===== config.mk =====
export PLATFORM = sky130hd
export DESIGN_NAME = goertzel_bin_power
export DESIGN_NICKNAME = d
export VERILOG_FILES = /design/src/rtl/core/gbp_pkg.sv /design/src/rtl/core/gbp_mul.sv /design/src/rtl/core/gbp_datapath.sv /design/src/rtl/core/gbp_ctrl.sv /design/src/rtl/core/goertzel_bin_power.sv
export SDC_FILE = /design/constraint.sdc
export NUM_CORES = 2
export LEC_CHECK = 0
export BUFFER_PORTS_ARGS = -buffer_cell sky130_fd_sc_hd__buf_2
export CAP_MARGIN = 20
export CELL_PAD_IN_SITES_DETAIL_PLACEMENT = 1
export CELL_PAD_IN_SITES_GLOBAL_PLACEMENT = 1
export CORE_MARGIN = 2
export CORE_UTILIZATION = 35
export CTS_CLUSTER_DIAMETER = 50
export CTS_CLUSTER_SIZE = 25
export DETAILED_ROUTE_END_ITERATION = 7
export GPL_ROUTABILITY_DRIVEN = 1
export PLACE_DENSITY_LB_ADDON = 0.1
export SYNTH_ARGS = -nofsm -noshare
export SYNTH_HDL_FRONTEND = slang
export SYNTH_SLANG_ARGS = --single-unit

===== constraint.sdc =====
create_clock -name clk -period 22.7 [get_ports clk]
set_input_delay 3.405 -clock clk [delete_from_list [all_inputs] [get_ports clk]]
set_output_delay 3.405 -clock clk [all_outputs]
set_load 0.05 [all_outputs]

===== src/rtl/core/gbp_pkg.sv =====
// Goertzel bin power: shared types and constants.
// Controller states, datapath command and status structs, field widths.
// No dependencies.
`default_nettype none

package gbp_pkg;

  localparam int SAMPLE_W   = 16;
  localparam int COEFF_W    = 18;
  localparam int POWER_W    = 62;
  localparam int COUNT_W    = 13;
  localparam int DIGIT_W    = 16;
  localparam int FRAC_SHIFT = 16;
  localparam int ROUND_HALF = 32768;

  typedef enum logic [2:0] {
    ST_IDLE,
    ST_REC,
    ST_SQ1,
    ST_SQ1_W,
    ST_SQ2_W,
    ST_CS_W,
    ST_CR_W,
    ST_OUT
  } gbp_state_t;

  // multiplier operand selection
  typedef enum logic [1:0] {
    SEL_CS1,
    SEL_SQ1,
    SEL_SQ2,
    SEL_CROSS
  } gbp_sel_t;

  typedef struct packed {
    logic     load_in;
    logic     mul_start;
    gbp_sel_t mul_sel;
    logic     rec_upd;
    logic     acc_load;
    logic     acc_add;
    logic     acc_sub;
    logic     out_load;
  } gbp_cmd_t;

  typedef struct packed {
    logic mul_done;
    logic last;
    logic out_hold;
  } gbp_sts_t;

endpackage

`default_nettype wire


===== src/rtl/core/gbp_mul.sv =====
// Goertzel bin power: shared signed multiplier, one 16-bit digit of b per cycle.
// Shift-add over NDIG digits, top digit signed. Uses gbp_pkg.
`default_nettype none

module gbp_mul #(
  parameter int A_W  = 58,
  parameter int NDIG = 3
) (
  input  wire logic                                clk,
  input  wire logic                                rst_n,
  input  wire logic                                start,
  input  wire logic [A_W-1:0]                      a_in,
  input  wire logic [NDIG*gbp_pkg::DIGIT_W-1:0]    b_in,
  output logic                                     done,
  output logic [A_W+NDIG*gbp_pkg::DIGIT_W-1:0]     prod
);
  import gbp_pkg::*;

  localparam int BW    = NDIG * DIGIT_W;
  localparam int HW    = A_W + DIGIT_W + 1;
  localparam int PRW   = HW + BW;
  localparam int CNT_W = (NDIG > 1) ? $clog2(NDIG) : 1;
  localparam logic [CNT_W-1:0] LAST_DIG = CNT_W'(NDIG - 1);

  logic signed [A_W-1:0] a_r, a_nxt;
  logic [PRW-1:0]        prod_r, prod_nxt;
  logic [CNT_W-1:0]      cnt_r, cnt_nxt;
  logic                  busy_r, busy_nxt;
  logic                  done_r, done_nxt;

  logic                  top_dig;
  logic signed [DIGIT_W:0] dig_s;
  logic signed [HW-1:0]  partial;
  logic signed [HW-1:0]  sum;

  always_comb begin
    top_dig = (cnt_r == LAST_DIG);
    dig_s   = {top_dig & prod_r[DIGIT_W-1], prod_r[DIGIT_W-1:0]};
    partial = a_r * dig_s;
    sum     = $signed(prod_r[PRW-1:BW]) + partial;

    a_nxt    = a_r;
    prod_nxt = prod_r;
    cnt_nxt  = cnt_r;
    busy_nxt = busy_r;
    done_nxt = 1'b0;
    if (start) begin
      a_nxt    = a_in;
      prod_nxt = {{HW{1'b0}}, b_in};
      cnt_nxt  = '0;
      busy_nxt = 1'b1;
    end else if (busy_r) begin
      prod_nxt = {{DIGIT_W{sum[HW-1]}}, sum, prod_r[BW-1:DIGIT_W]};
      cnt_nxt  = cnt_r + CNT_W'(1);
      if (top_dig) begin
        busy_nxt = 1'b0;
        done_nxt = 1'b1;
      end
    end
  end

  always_ff @(posedge clk) begin
    if (!rst_n) begin
      busy_r <= 1'b0;
      done_r <= 1'b0;
      cnt_r  <= '0;
    end else begin
      busy_r <= busy_nxt;
      done_r <= done_nxt;
      cnt_r  <= cnt_nxt;
    end
  end

  always_ff @(posedge clk) begin
    a_r    <= a_nxt;
    prod_r <= prod_nxt;
  end

  assign done = done_r;
  assign prod = prod_r[A_W+BW-1:0];

`ifndef NO_ASSERTIONS
  a_no_restart_busy: assert property (@(posedge clk) disable iff (!rst_n)
    !(start && busy_r))
    else $error("multiplier restarted while busy");

  a_done_after_busy: assert property (@(posedge clk) disable iff (!rst_n)
    done_r |-> !busy_r)
    else $error("multiplier done while still stepping");
`endif

endmodule

`default_nettype wire


===== src/rtl/core/gbp_datapath.sv =====
// Goertzel bin power: datapath with recurrence state, power accumulator
// and output register. Uses gbp_pkg and gbp_mul.
`default_nettype none

module gbp_datapath #(
  parameter int STATE_WIDTH = 40,
  parameter int MAX_BLOCK   = 4096
) (
  input  wire logic                            clk,
  input  wire logic                            rst_n,
  input  wire gbp_pkg::gbp_cmd_t               cmd,
  output gbp_pkg::gbp_sts_t                    sts,
  input  wire logic                            cfg_we,
  input  wire logic [gbp_pkg::COEFF_W-1:0]     cfg_coeff,
  input  wire logic [gbp_pkg::SAMPLE_W-1:0]    in_sample,
  input  wire logic                            in_last_sample,
  input  wire logic                            out_stall,
  output logic                                 out_valid,
  output logic [gbp_pkg::POWER_W-1:0]          out_power,
  output logic [gbp_pkg::COUNT_W-1:0]          out_block_count
);
  import gbp_pkg::*;

  localparam int SW   = STATE_WIDTH;
  localparam int CW   = COEFF_W;
  localparam int NB   = (SW + DIGIT_W - 1) / DIGIT_W;
  localparam int BW   = NB * DIGIT_W;
  localparam int AW   = SW + CW;
  localparam int MPW  = AW + BW;
  localparam int XW   = 2 * SW + CW;
  localparam int PWW  = 2 * SW + 3;
  localparam int RSW  = SW + 5;
  localparam int CNTW = $clog2(MAX_BLOCK + 1);

  localparam logic signed [AW:0]    RND_REC = (AW + 1)'(ROUND_HALF);
  localparam logic signed [XW:0]    RND_X   = (XW + 1)'(ROUND_HALF);
  localparam logic signed [RSW-1:0] S_MAX   = ((RSW)'(1) << (SW - 1)) - (RSW)'(1);
  localparam logic signed [RSW-1:0] S_MIN   = -S_MAX - (RSW)'(1);
  localparam logic [CNTW-1:0]       CNT_TOP = CNTW'(MAX_BLOCK);

  logic signed [CW-1:0]       coeff_r, coeff_nxt;
  logic signed [SAMPLE_W-1:0] x_r, x_nxt;
  logic                       last_r, last_nxt;
  logic signed [SW-1:0]       s1_r, s1_nxt;
  logic signed [SW-1:0]       s2_r, s2_nxt;
  logic [CNTW-1:0]            cnt_r, cnt_nxt;
  logic signed [PWW-1:0]      acc_r, acc_nxt;
  logic [POWER_W-1:0]         power_r, power_nxt;
  logic [COUNT_W-1:0]         count_r, count_nxt;
  logic                       out_valid_r, out_valid_nxt;

  logic [AW-1:0]              mul_a;
  logic [BW-1:0]              mul_b;
  logic                       mul_done;
  logic [MPW-1:0]             mul_p;

  logic signed [AW:0]         rec_sum;
  logic signed [AW-FRAC_SHIFT:0] rec_t;
  logic signed [RSW-1:0]      s0_full;
  logic signed [SW-1:0]       s0_sat;
  logic signed [PWW-1:0]      sq;
  logic signed [XW:0]         x_sum;
  logic signed [PWW-1:0]      cross_rnd;
  logic [POWER_W-1:0]         power_clamp;
  logic [CNTW-1:0]            cnt_inc;
  logic [CNTW+COUNT_W-1:0]    cnt_wide;

  gbp_mul #(
    .A_W  (AW),
    .NDIG (NB)
  ) u_mul (
    .clk   (clk),
    .rst_n (rst_n),
    .start (cmd.mul_start),
    .a_in  (mul_a),
    .b_in  (mul_b),
    .done  (mul_done),
    .prod  (mul_p)
  );

  always_comb begin
    case (cmd.mul_sel)
      SEL_CS1: begin
        mul_a = AW'(s1_r);
        mul_b = BW'(coeff_r);
      end
      SEL_SQ1: begin
        mul_a = AW'(s1_r);
        mul_b = BW'(s1_r);
      end
      SEL_SQ2: begin
        mul_a = AW'(s2_r);
        mul_b = BW'(s2_r);
      end
      SEL_CROSS: begin
        mul_a = mul_p[AW-1:0];
        mul_b = BW'(s2_r);
      end
      default: begin
        mul_a = AW'(s1_r);
        mul_b = BW'(coeff_r);
      end
    endcase
  end

  always_comb begin
    // recurrence: x + round(c*s1) - s2, saturated
    rec_sum = (AW + 1)'($signed(mul_p[AW-1:0])) + RND_REC;
    rec_t   = rec_sum[AW:FRAC_SHIFT];
    s0_full = RSW'(x_r) + RSW'(rec_t) - RSW'(s2_r);
    if (s0_full > S_MAX) begin
      s0_sat = S_MAX[SW-1:0];
    end else if (s0_full < S_MIN) begin
      s0_sat = S_MIN[SW-1:0];
    end else begin
      s0_sat = s0_full[SW-1:0];
    end

    sq        = PWW'($signed(mul_p[2*SW-1:0]));
    x_sum     = (XW + 1)'($signed(mul_p[XW-1:0])) + RND_X;
    cross_rnd = x_sum[XW:FRAC_SHIFT];

    if (acc_r[PWW-1]) begin
      power_clamp = '0;
    end else if (|acc_r[PWW-2:POWER_W]) begin
      power_clamp = '1;
    end else begin
      power_clamp = acc_r[POWER_W-1:0];
    end

    cnt_inc  = (cnt_r < CNT_TOP) ? cnt_r + CNTW'(1) : cnt_r;
    cnt_wide = (CNTW + COUNT_W)'(cnt_r);
  end

  always_comb begin
    coeff_nxt     = cfg_we ? cfg_coeff : coeff_r;
    x_nxt         = cmd.load_in ? in_sample : x_r;
    last_nxt      = cmd.load_in ? in_last_sample : last_r;
    s1_nxt        = s1_r;
    s2_nxt        = s2_r;
    cnt_nxt       = cnt_r;
    acc_nxt       = acc_r;
    power_nxt     = power_r;
    count_nxt     = count_r;
    out_valid_nxt = out_valid_r && out_stall;

    if (cmd.rec_upd) begin
      s2_nxt  = s1_r;
      s1_nxt  = s0_sat;
      cnt_nxt = cnt_inc;
    end
    if (cmd.acc_load) begin
      acc_nxt = sq;
    end else if (cmd.acc_add) begin
      acc_nxt = acc_r + sq;
    end else if (cmd.acc_sub) begin
      acc_nxt = acc_r - cross_rnd;
    end
    if (cmd.out_load) begin
      power_nxt     = power_clamp;
      count_nxt     = cnt_wide[COUNT_W-1:0];
      out_valid_nxt = 1'b1;
      s1_nxt        = '0;
      s2_nxt        = '0;
      cnt_nxt       = '0;
    end
  end

  always_ff @(posedge clk) begin
    if (!rst_n) begin
      coeff_r     <= '0;
      s1_r        <= '0;
      s2_r        <= '0;
      cnt_r       <= '0;
      out_valid_r <= 1'b0;
    end else begin
      coeff_r     <= coeff_nxt;
      s1_r        <= s1_nxt;
      s2_r        <= s2_nxt;
      cnt_r       <= cnt_nxt;
      out_valid_r <= out_valid_nxt;
    end
  end

  always_ff @(posedge clk) begin
    x_r     <= x_nxt;
    last_r  <= last_nxt;
    acc_r   <= acc_nxt;
    power_r <= power_nxt;
    count_r <= count_nxt;
  end

  assign sts.mul_done     = mul_done;
  assign sts.last         = last_r;
  assign sts.out_hold     = out_valid_r && out_stall;
  assign out_valid        = out_valid_r;
  assign out_power        = power_r;
  assign out_block_count  = count_r;

`ifndef NO_ASSERTIONS
  a_clear_after_out: assert property (@(posedge clk) disable iff (!rst_n)
    cmd.out_load |=> (s1_r == '0) && (s2_r == '0) && (cnt_r == '0) && out_valid_r)
    else $error("state not cleared after block result");

  a_cnt_bounded: assert property (@(posedge clk) disable iff (!rst_n)
    cnt_r <= CNT_TOP)
    else $error("sample counter past block limit");
`endif

endmodule

`default_nettype wire


===== src/rtl/core/gbp_ctrl.sv =====
// Goertzel bin power: controller state machine.
// Sequences the shared multiplier and datapath updates. Uses gbp_pkg.
`default_nettype none

module gbp_ctrl (
  input  wire logic              clk,
  input  wire logic              rst_n,
  input  wire logic              in_valid,
  output logic                   in_stall,
  input  wire gbp_pkg::gbp_sts_t sts,
  output gbp_pkg::gbp_cmd_t      cmd
);
  import gbp_pkg::*;

  gbp_state_t st_r, st_nxt;

  always_ff @(posedge clk) begin
    if (!rst_n) begin
      st_r <= ST_IDLE;
    end else begin
      st_r <= st_nxt;
    end
  end

  always_comb begin
    st_nxt      = st_r;
    cmd         = '0;
    cmd.mul_sel = SEL_CS1;
    in_stall    = (st_r != ST_IDLE);
    case (st_r)
      ST_IDLE: begin
        if (in_valid) begin
          cmd.load_in   = 1'b1;
          cmd.mul_start = 1'b1;
          cmd.mul_sel   = SEL_CS1;
          st_nxt        = ST_REC;
        end
      end
      ST_REC: begin
        if (sts.mul_done) begin
          cmd.rec_upd = 1'b1;
          st_nxt      = sts.last ? ST_SQ1 : ST_IDLE;
        end
      end
      ST_SQ1: begin
        cmd.mul_start = 1'b1;
        cmd.mul_sel   = SEL_SQ1;
        st_nxt        = ST_SQ1_W;
      end
      ST_SQ1_W: begin
        if (sts.mul_done) begin
          cmd.acc_load  = 1'b1;
          cmd.mul_start = 1'b1;
          cmd.mul_sel   = SEL_SQ2;
          st_nxt        = ST_SQ2_W;
        end
      end
      ST_SQ2_W: begin
        if (sts.mul_done) begin
          cmd.acc_add   = 1'b1;
          cmd.mul_start = 1'b1;
          cmd.mul_sel   = SEL_CS1;
          st_nxt        = ST_CS_W;
        end
      end
      ST_CS_W: begin
        if (sts.mul_done) begin
          cmd.mul_start = 1'b1;
          cmd.mul_sel   = SEL_CROSS;
          st_nxt        = ST_CR_W;
        end
      end
      ST_CR_W: begin
        if (sts.mul_done) begin
          cmd.acc_sub = 1'b1;
          st_nxt      = ST_OUT;
        end
      end
      ST_OUT: begin
        if (!sts.out_hold) begin
          cmd.out_load = 1'b1;
          st_nxt       = ST_IDLE;
        end
      end
      default: begin
        st_nxt = ST_IDLE;
      end
    endcase
  end

`ifndef NO_ASSERTIONS
  a_idle_no_done: assert property (@(posedge clk) disable iff (!rst_n)
    (st_r == ST_IDLE) |-> !sts.mul_done)
    else $error("multiplier result left unused");

  a_no_overwrite: assert property (@(posedge clk) disable iff (!rst_n)
    cmd.out_load |-> !sts.out_hold)
    else $error("result register overwritten while held");
`endif

endmodule

`default_nettype wire


===== src/rtl/core/goertzel_bin_power.sv =====
// Goertzel bin power: top level joining controller and datapath.
// Uses gbp_pkg, gbp_ctrl, gbp_datapath (with gbp_mul).
//
//   channel  direction  handshake            payload
//   in_      input      in_valid / in_stall  in_sample[15:0], in_last_sample
//   out_     output     out_valid/out_stall  out_power[61:0], out_block_count[12:0]
//   cfg_     input      cfg_valid/cfg_ready  cfg_coeff[17:0]
//
// Each sample runs through the shared multiplier, which takes one 16-bit digit per
// cycle; in_stall holds off the next sample until the recurrence is updated.
// A last sample adds the power terms: s1*s1, s2*s2, then c*s1 and its product with s2.
// Reset is synchronous: clears the recurrence, the counter and coeff (to 0).
// Results sit in an output register; samples keep being taken while it is held,
// and only the next block's result waits for the transfer.
`default_nettype none

module goertzel_bin_power #(
  parameter int STATE_WIDTH = 40,
  parameter int MAX_BLOCK   = 4096
) (
  input  wire logic                          clk,
  input  wire logic                          rst_n,
  input  wire logic                          in_valid,
  output logic                               in_stall,
  input  wire logic [gbp_pkg::SAMPLE_W-1:0]  in_sample,
  input  wire logic                          in_last_sample,
  output logic                               out_valid,
  input  wire logic                          out_stall,
  output logic [gbp_pkg::POWER_W-1:0]        out_power,
  output logic [gbp_pkg::COUNT_W-1:0]        out_block_count,
  input  wire logic                          cfg_valid,
  output logic                               cfg_ready,
  input  wire logic [gbp_pkg::COEFF_W-1:0]   cfg_coeff
);
  import gbp_pkg::*;

  gbp_cmd_t cmd;
  gbp_sts_t sts;

  assign cfg_ready = 1'b1;

  gbp_ctrl u_ctrl (
    .clk      (clk),
    .rst_n    (rst_n),
    .in_valid (in_valid),
    .in_stall (in_stall),
    .sts      (sts),
    .cmd      (cmd)
  );

  gbp_datapath #(
    .STATE_WIDTH (STATE_WIDTH),
    .MAX_BLOCK   (MAX_BLOCK)
  ) u_dp (
    .clk             (clk),
    .rst_n           (rst_n),
    .cmd             (cmd),
    .sts             (sts),
    .cfg_we          (cfg_valid && cfg_ready),
    .cfg_coeff       (cfg_coeff),
    .in_sample       (in_sample),
    .in_last_sample  (in_last_sample),
    .out_stall       (out_stall),
    .out_valid       (out_valid),
    .out_power       (out_power),
    .out_block_count (out_block_count)
  );

endmodule

`default_nettype wire

; ---- Word-level counts from Yosys, hierarchy flattened
; Cells that the tools add are included.
[word_totals]
regBits = 459
output_inout_bits = 78
ram_bits = 0
latchBits = 0
memories = 0
rom_bits = 0
[op_classes]
n_bitwise = 3
n_div = 0
n_shift = 0
magnitude_cmp = 3
muxes = 37
addsub = 9
reduce_logical = 14
n_eq_ne = 18
mul = 1
[op_table]
columns = cell, n
row1 = 2-to-1 mux 83 bit, 3
row2 = one-hot mux 58 bit (3 select lines), 1
row3 = one-hot mux 48 bit (3 select lines), 1
row4 = adder 98 x 17 -> 99 bit (second input constant), 1
row5 = 2-to-1 mux 48 bit, 2
row6 = adder 83 x 80 -> 83 bit, 1
row7 = subtractor 83 bit, 1
row8 = 2-to-1 mux 40 bit, 2
row9 = adder 59 x 75 -> 75 bit, 1
row10 = multiplier 58 x 17 -> 75 bit, 1
row11 = 2-to-1 mux 62 bit, 1
row12 = adder 58 x 17 -> 59 bit (second input constant), 1
row13 = > comparator 45 x 40 -> 1 bit (second input constant), 1
row14 = < comparator 45 x 40 -> 1 bit (second input constant), 1
row15 = subtractor 44 x 40 -> 45 bit, 1
row16 = adder 16 x 43 -> 44 bit, 1
row17 = 2-to-1 mux 3 bit, 10
row18 = one-hot mux 3 bit (8 select lines), 1
row19 = OR reduction 20 bit, 1
row20 = one-hot mux 3 bit (5 select lines), 1
row21 = adder 13 x 1 -> 13 bit (second input constant), 1
row22 = < comparator 13 bit (second input constant), 1
row23 = 2-to-1 mux 1 bit, 13
row24 = equality test 3 bit (second input constant), 4
row25 = other kinds (20), 33

; ---- Longest topological paths before layout
[logic_depth]
ltp_word = 6
ltp_mapped = 31
depth_no_buf = 29

; ---- Hierarchy
; From an unflattened synthesis, not the netlist that was laid out.
[unflattened]
hier_cells = 7494
hier_area_um2 = 66252.3
[modules_own_cells]
columns = mod, area_each_um2, cells_each, seq_area_each_um2, n_inst
row1 = gbp_mul, 40430.0, 4242, 4444.3, 1
row2 = gbp_datapath, 25542.0, 3210, 7497.2, 1
row3 = gbp_ctrl, 269.0, 40, 60.1, 1
row4 = goertzel_bin_power, 11.3, 2, 0.0, 1

; ---- Worst setup path before layout
; No wires, ideal clock.
[synth_path]
kind = input -> register
start = input port out_stall
end = register u_ctrl.st_r[1]
required_ns = 22.624
path_slack_ns = 14.178
path_stages = 4
t_arrival_ns = 8.446
setup_ns = 0.076
cell_sequence = a21oi_1 -> o22ai_1 -> or4_1 -> a21boi_0
[synth_via]
elab_chain_cells = 3
[synth_rtl]
columns = item, line
row1 = "start, declared", goertzel_bin_power.sv:28  ; input wire logic out_stall,
row2 = logical AND 1 bit, gbp_datapath.sv:195  ; assign sts.out_hold = out_valid_r && out_stall;
row3 = inequality test 2 bit (no source line), --
row4 = AND reduction 7 bit (no source line), --
row5 = "end signal, assigned", gbp_ctrl.sv:21  ; st_r <= st_nxt;
row6 = "end, declared", gbp_ctrl.sv:15  ; gbp_state_t st_r, st_nxt;
; No other way between the ends.
; A chain may end at the register's enable or synchronous reset.

; ---- Worst setup path after layout
[layout_path]
start = register u_dp.u_mul.prod_r[15]
end = register u_dp.acc_r[79], data pin
[layout_via]
elab_chain_cells = 5
word_cells_on_any_way = 6
[layout_rtl]
columns = item, line
row1 = "start, declared", gbp_mul.sv:26  ; logic [PRW-1:0] prod_r, prod_nxt;
row2 = "start signal, assigned", gbp_mul.sv:76  ; prod_r <= prod_nxt;
row3 = adder 98 x 17 -> 99 bit, gbp_datapath.sv:120  ; x_sum = (XW + 1)'($signed(mul_p[XW-1:0])) + RND_X;
row4 = subtractor 83 bit, gbp_datapath.sv:157  ; acc_nxt = acc_r - cross_rnd;
row5 = 2-to-1 mux 83 bit, gbp_datapath.sv:156  ; end else if (cmd.acc_sub) begin
row6 = 2-to-1 mux 83 bit *, gbp_datapath.sv:154  ; end else if (cmd.acc_add) begin
row7 = 2-to-1 mux 83 bit *, gbp_datapath.sv:152  ; if (cmd.acc_load) begin
row8 = named net u_dp.acc_nxt[79], gbp_datapath.sv:47  ; logic signed [PWW-1:0] acc_r, acc_nxt;
row9 = "end signal, assigned", gbp_datapath.sv:188  ; acc_r <= acc_nxt;
row10 = "end, declared", gbp_datapath.sv:47
; The timed path passes the listed nets; every way through them passes the cells marked *. The select of a mux whose other input is x is not followed.

==> results_dict.tcl <==
set metrics [dict create \
    synth_top_area_cell "fa_1" \
    crit_slowest_cell "nor4_2" \
    firstDrtPassIters 5 \
    slew_violations 0 \
    num_io_pins 118 \
    globalplace.congestion 0.882 \
    status "finished clean" \
    vias 53100 \
    end_kind "register" \
    period_needed_ps 9430 \
    fmax_mhz 106 \
    tns_ps 0 \
    synth_top_area_share_pct 31.3 \
    synth-seq-cells 459 \
    drc 0 \
    cts-resized-gates 0 \
    cts_hold_buf 0 \
    ant_nets 0 \
    die_area_um2 189000 \
    clk_pin_slew_ps 60 \
    grt_max_degree 77 \
    path_cells "buf_4 -> ha_1 -> nand3_1 -> nor4_2 -> xnor2_1 -> nor4_2 -> nand4_1 -> nor3_1 -> xor2_1 -> o21ai_0 -> ha_1 -> and3_1 -> nand3_1 -> nor4_1 -> nand3_1 -> o21ai_0 -> a21oi_1 -> o41ai_1 -> buf_4 -> a221oi_1 -> a211o_1 -> o31ai_1 -> xnor2_1 -> o21ai_0" \
    syn_inst 7452 \
    worst_ep_required_time_ps 23120 \
    start_util_pct 35.3 \
    finalSetupViolations 0 \
    hold_class "register to register" \
    clk_latency_ps 720 \
    synth_area_leaders "fa_1, edfxtp_1, nand2_1" \
    ys.flop_type "edfxtp_1" \
    maxCapViolCount 0 \
    cts_tree "built" \
    port_buffers 116 \
    crit_fanout 13 \
    worst_setup_path_start_kind "register" \
    cts_buffers 88 \
    timing.final.crit_share_pct 41.5 \
    die_w_um 434 \
    cp_num_buf_inv 2 \
    wire_per_inst_um 25.6 \
    finalHoldViolations 0 \
    drt_iter0_drc 3295 \
    postSynthAreaPerCell_um2 8.70 \
    crit_type "register to register" \
    core-area_um2 183000 \
    area_growth_pct 10.0 \
    routed_wl_mm 254 \
    syn-num-nets 8809 \
    arrival_ps 9850 \
    die_h_um 434 \
    worst_pin_slew_ps 1140 \
    max_stage_delay_ps 920 \
    ys_warn_count 0 \
    netlist_area_um2 64800 \
    synth_edf_count 281 \
    rsz0062_at_grt "false" \
    grt_pass1_wl_mm 383 \
    clk_root_buffer_cell "clkbuf_16" \
    cts_max_level 3 \
    antenna_found_initial 10 \
    drive_gt1_share_pct 6.71 \
    yosysSeqAreaShare_pct 18.5 \
    clock_path_buffers 3 \
    hpwl_mm 196 \
    synth_cell_types 83 \
    viasPerCell 5.36 \
    skew_ps 33.7 \
    cts_setup_buffers 0 \
    relSlewSlack_pct 23.4 \
    async_flop_share_pct 0 \
    path_delay_family "simple AND/OR/NAND/NOR gates" \
    num_rows 157 \
    nets 8718 \
    clkSinkCount 459 \
    grt_pass1_vias 57400 \
    grt_util_all_layers_pct 27.2 \
    overflow 0 \
]
## cell families after synthesis
kind of cell / after synthesis / share of synthesized area [%]
xor+xnor: 349 / 4.72
buf+inv: 1503 / 8.73
other cells: 1 / 0.00579
fa+ha+maj: 1317 / 37.2
mux: 62 / 0.963
simple gates: 2582 / 18.7
flops: 459 / 18.5
compound gates: 1179 / 11.2
## sequential cells by signal (all words and copies together), names as in the netlist
| signal | cells |
|---|---|
| u_dp.cnt_r | 13 |
| u_dp.u_mul.busy_r | 1 |
| u_dp.s2_r | 40 |
| u_ctrl.st_r | 3 |
| u_dp.u_mul.prod_r | 107 |
| u_dp.last_r | 1 |
| u_dp.out_power | 62 |
| u_dp.out_block_count | 13 |
| u_dp.s1_r | 40 |
| u_dp.u_mul.cnt_r | 2 |
| u_dp.out_valid | 1 |
| u_dp.u_mul.a_r | 58 |
| u_dp.u_mul.done | 1 |
| u_dp.x_r | 16 |
| u_dp.coeff_r | 18 |
| u_dp.acc_r | 83 |
## cell usage in the layout, fill, tap and decap left out, types with 124 or more instances in the layout
cell type,instances
a21o_1,124
xnor2_1,230
ha_1,304
dfxtp_1,177
nor2_1,494
o21ai_0,272
a21oi_1,381
and2_1,418
buf_4,147
inv_1,1051
fa_1,1013
nand2_1,1113
edfxtp_1,281
## through the flow
stage | area (um2) | util, % | instances | hold WS [ps] | worst slack, ps
after floorplan | 64800 | - | 7452 | 431 | 14180
after global placement | 68000 | 37.1 | 9729 | 455 | 12960
after detailed placement | 68100 | 37.1 | 9733 | 459 | 13480
after CTS | 71200 | 38.8 | 9898 | 477 | 13460
after global routing | 71300 | 38.9 | 9900 | 501 | 12720
final | 71300 | 38.9 | 9903 | 475 | 13270
## area by class of cell
type                            instances  area, um2
Antenna cell                            3       7.51
Clock buffer                          102       2330
Clock inverter                         63        843
Fill cell                           21500     112000
Inverter                             1053       3960
Multi-Input combinational cell       5490      47300
Sequential cell                       459      12000
Tap cell                             2464       3080
Timing Repair Buffer                  269       1800
## synthesized netlist by cell type (all sizes together), types with 19 or more instances
cell type	count
clkbuf	428
ha	304
nand2b	27
o31ai	20
nor4	50
inv	1053
buf	22
nand3	124
o21ai	277
nor3	61
a31oi	61
and3	51
or3	21
xnor2	230
a21o	124
and2	419
a21oi	382
edfxtp	281
a211oi	31
nand2	1115
nor2b	53
o21bai	48
nand4	83
xor2	119
a22oi	77
o21a	25
or4	19
mux2i	59
or2	21
fa	1013
nor2	499
dfxtp	178
## routing by layer
metal  routed length, um  GRT usage (%)
met5                  27         0.0768
met4               10300           9.93
met3               10700           2.92
met2              119000           44.7
met1              114000           36.9
## path summary, 6_finish.rpt
path         slack, ps                  start                 endpoint  depth (start not counted)
max              13270  u_dp.u_mul.prod_r[15]           u_dp.acc_r[79]                         24
min reg2reg        480          u_dp.cnt_r[5]  u_dp.out_block_count[5]                          0
min                480          u_dp.cnt_r[5]  u_dp.out_block_count[5]                          0
max reg2reg      13270  u_dp.u_mul.prod_r[15]           u_dp.acc_r[79]                         24
Power is not shown: default switching activity piles up to over one toggle a cycle in this logic, so the estimate is an artifact.
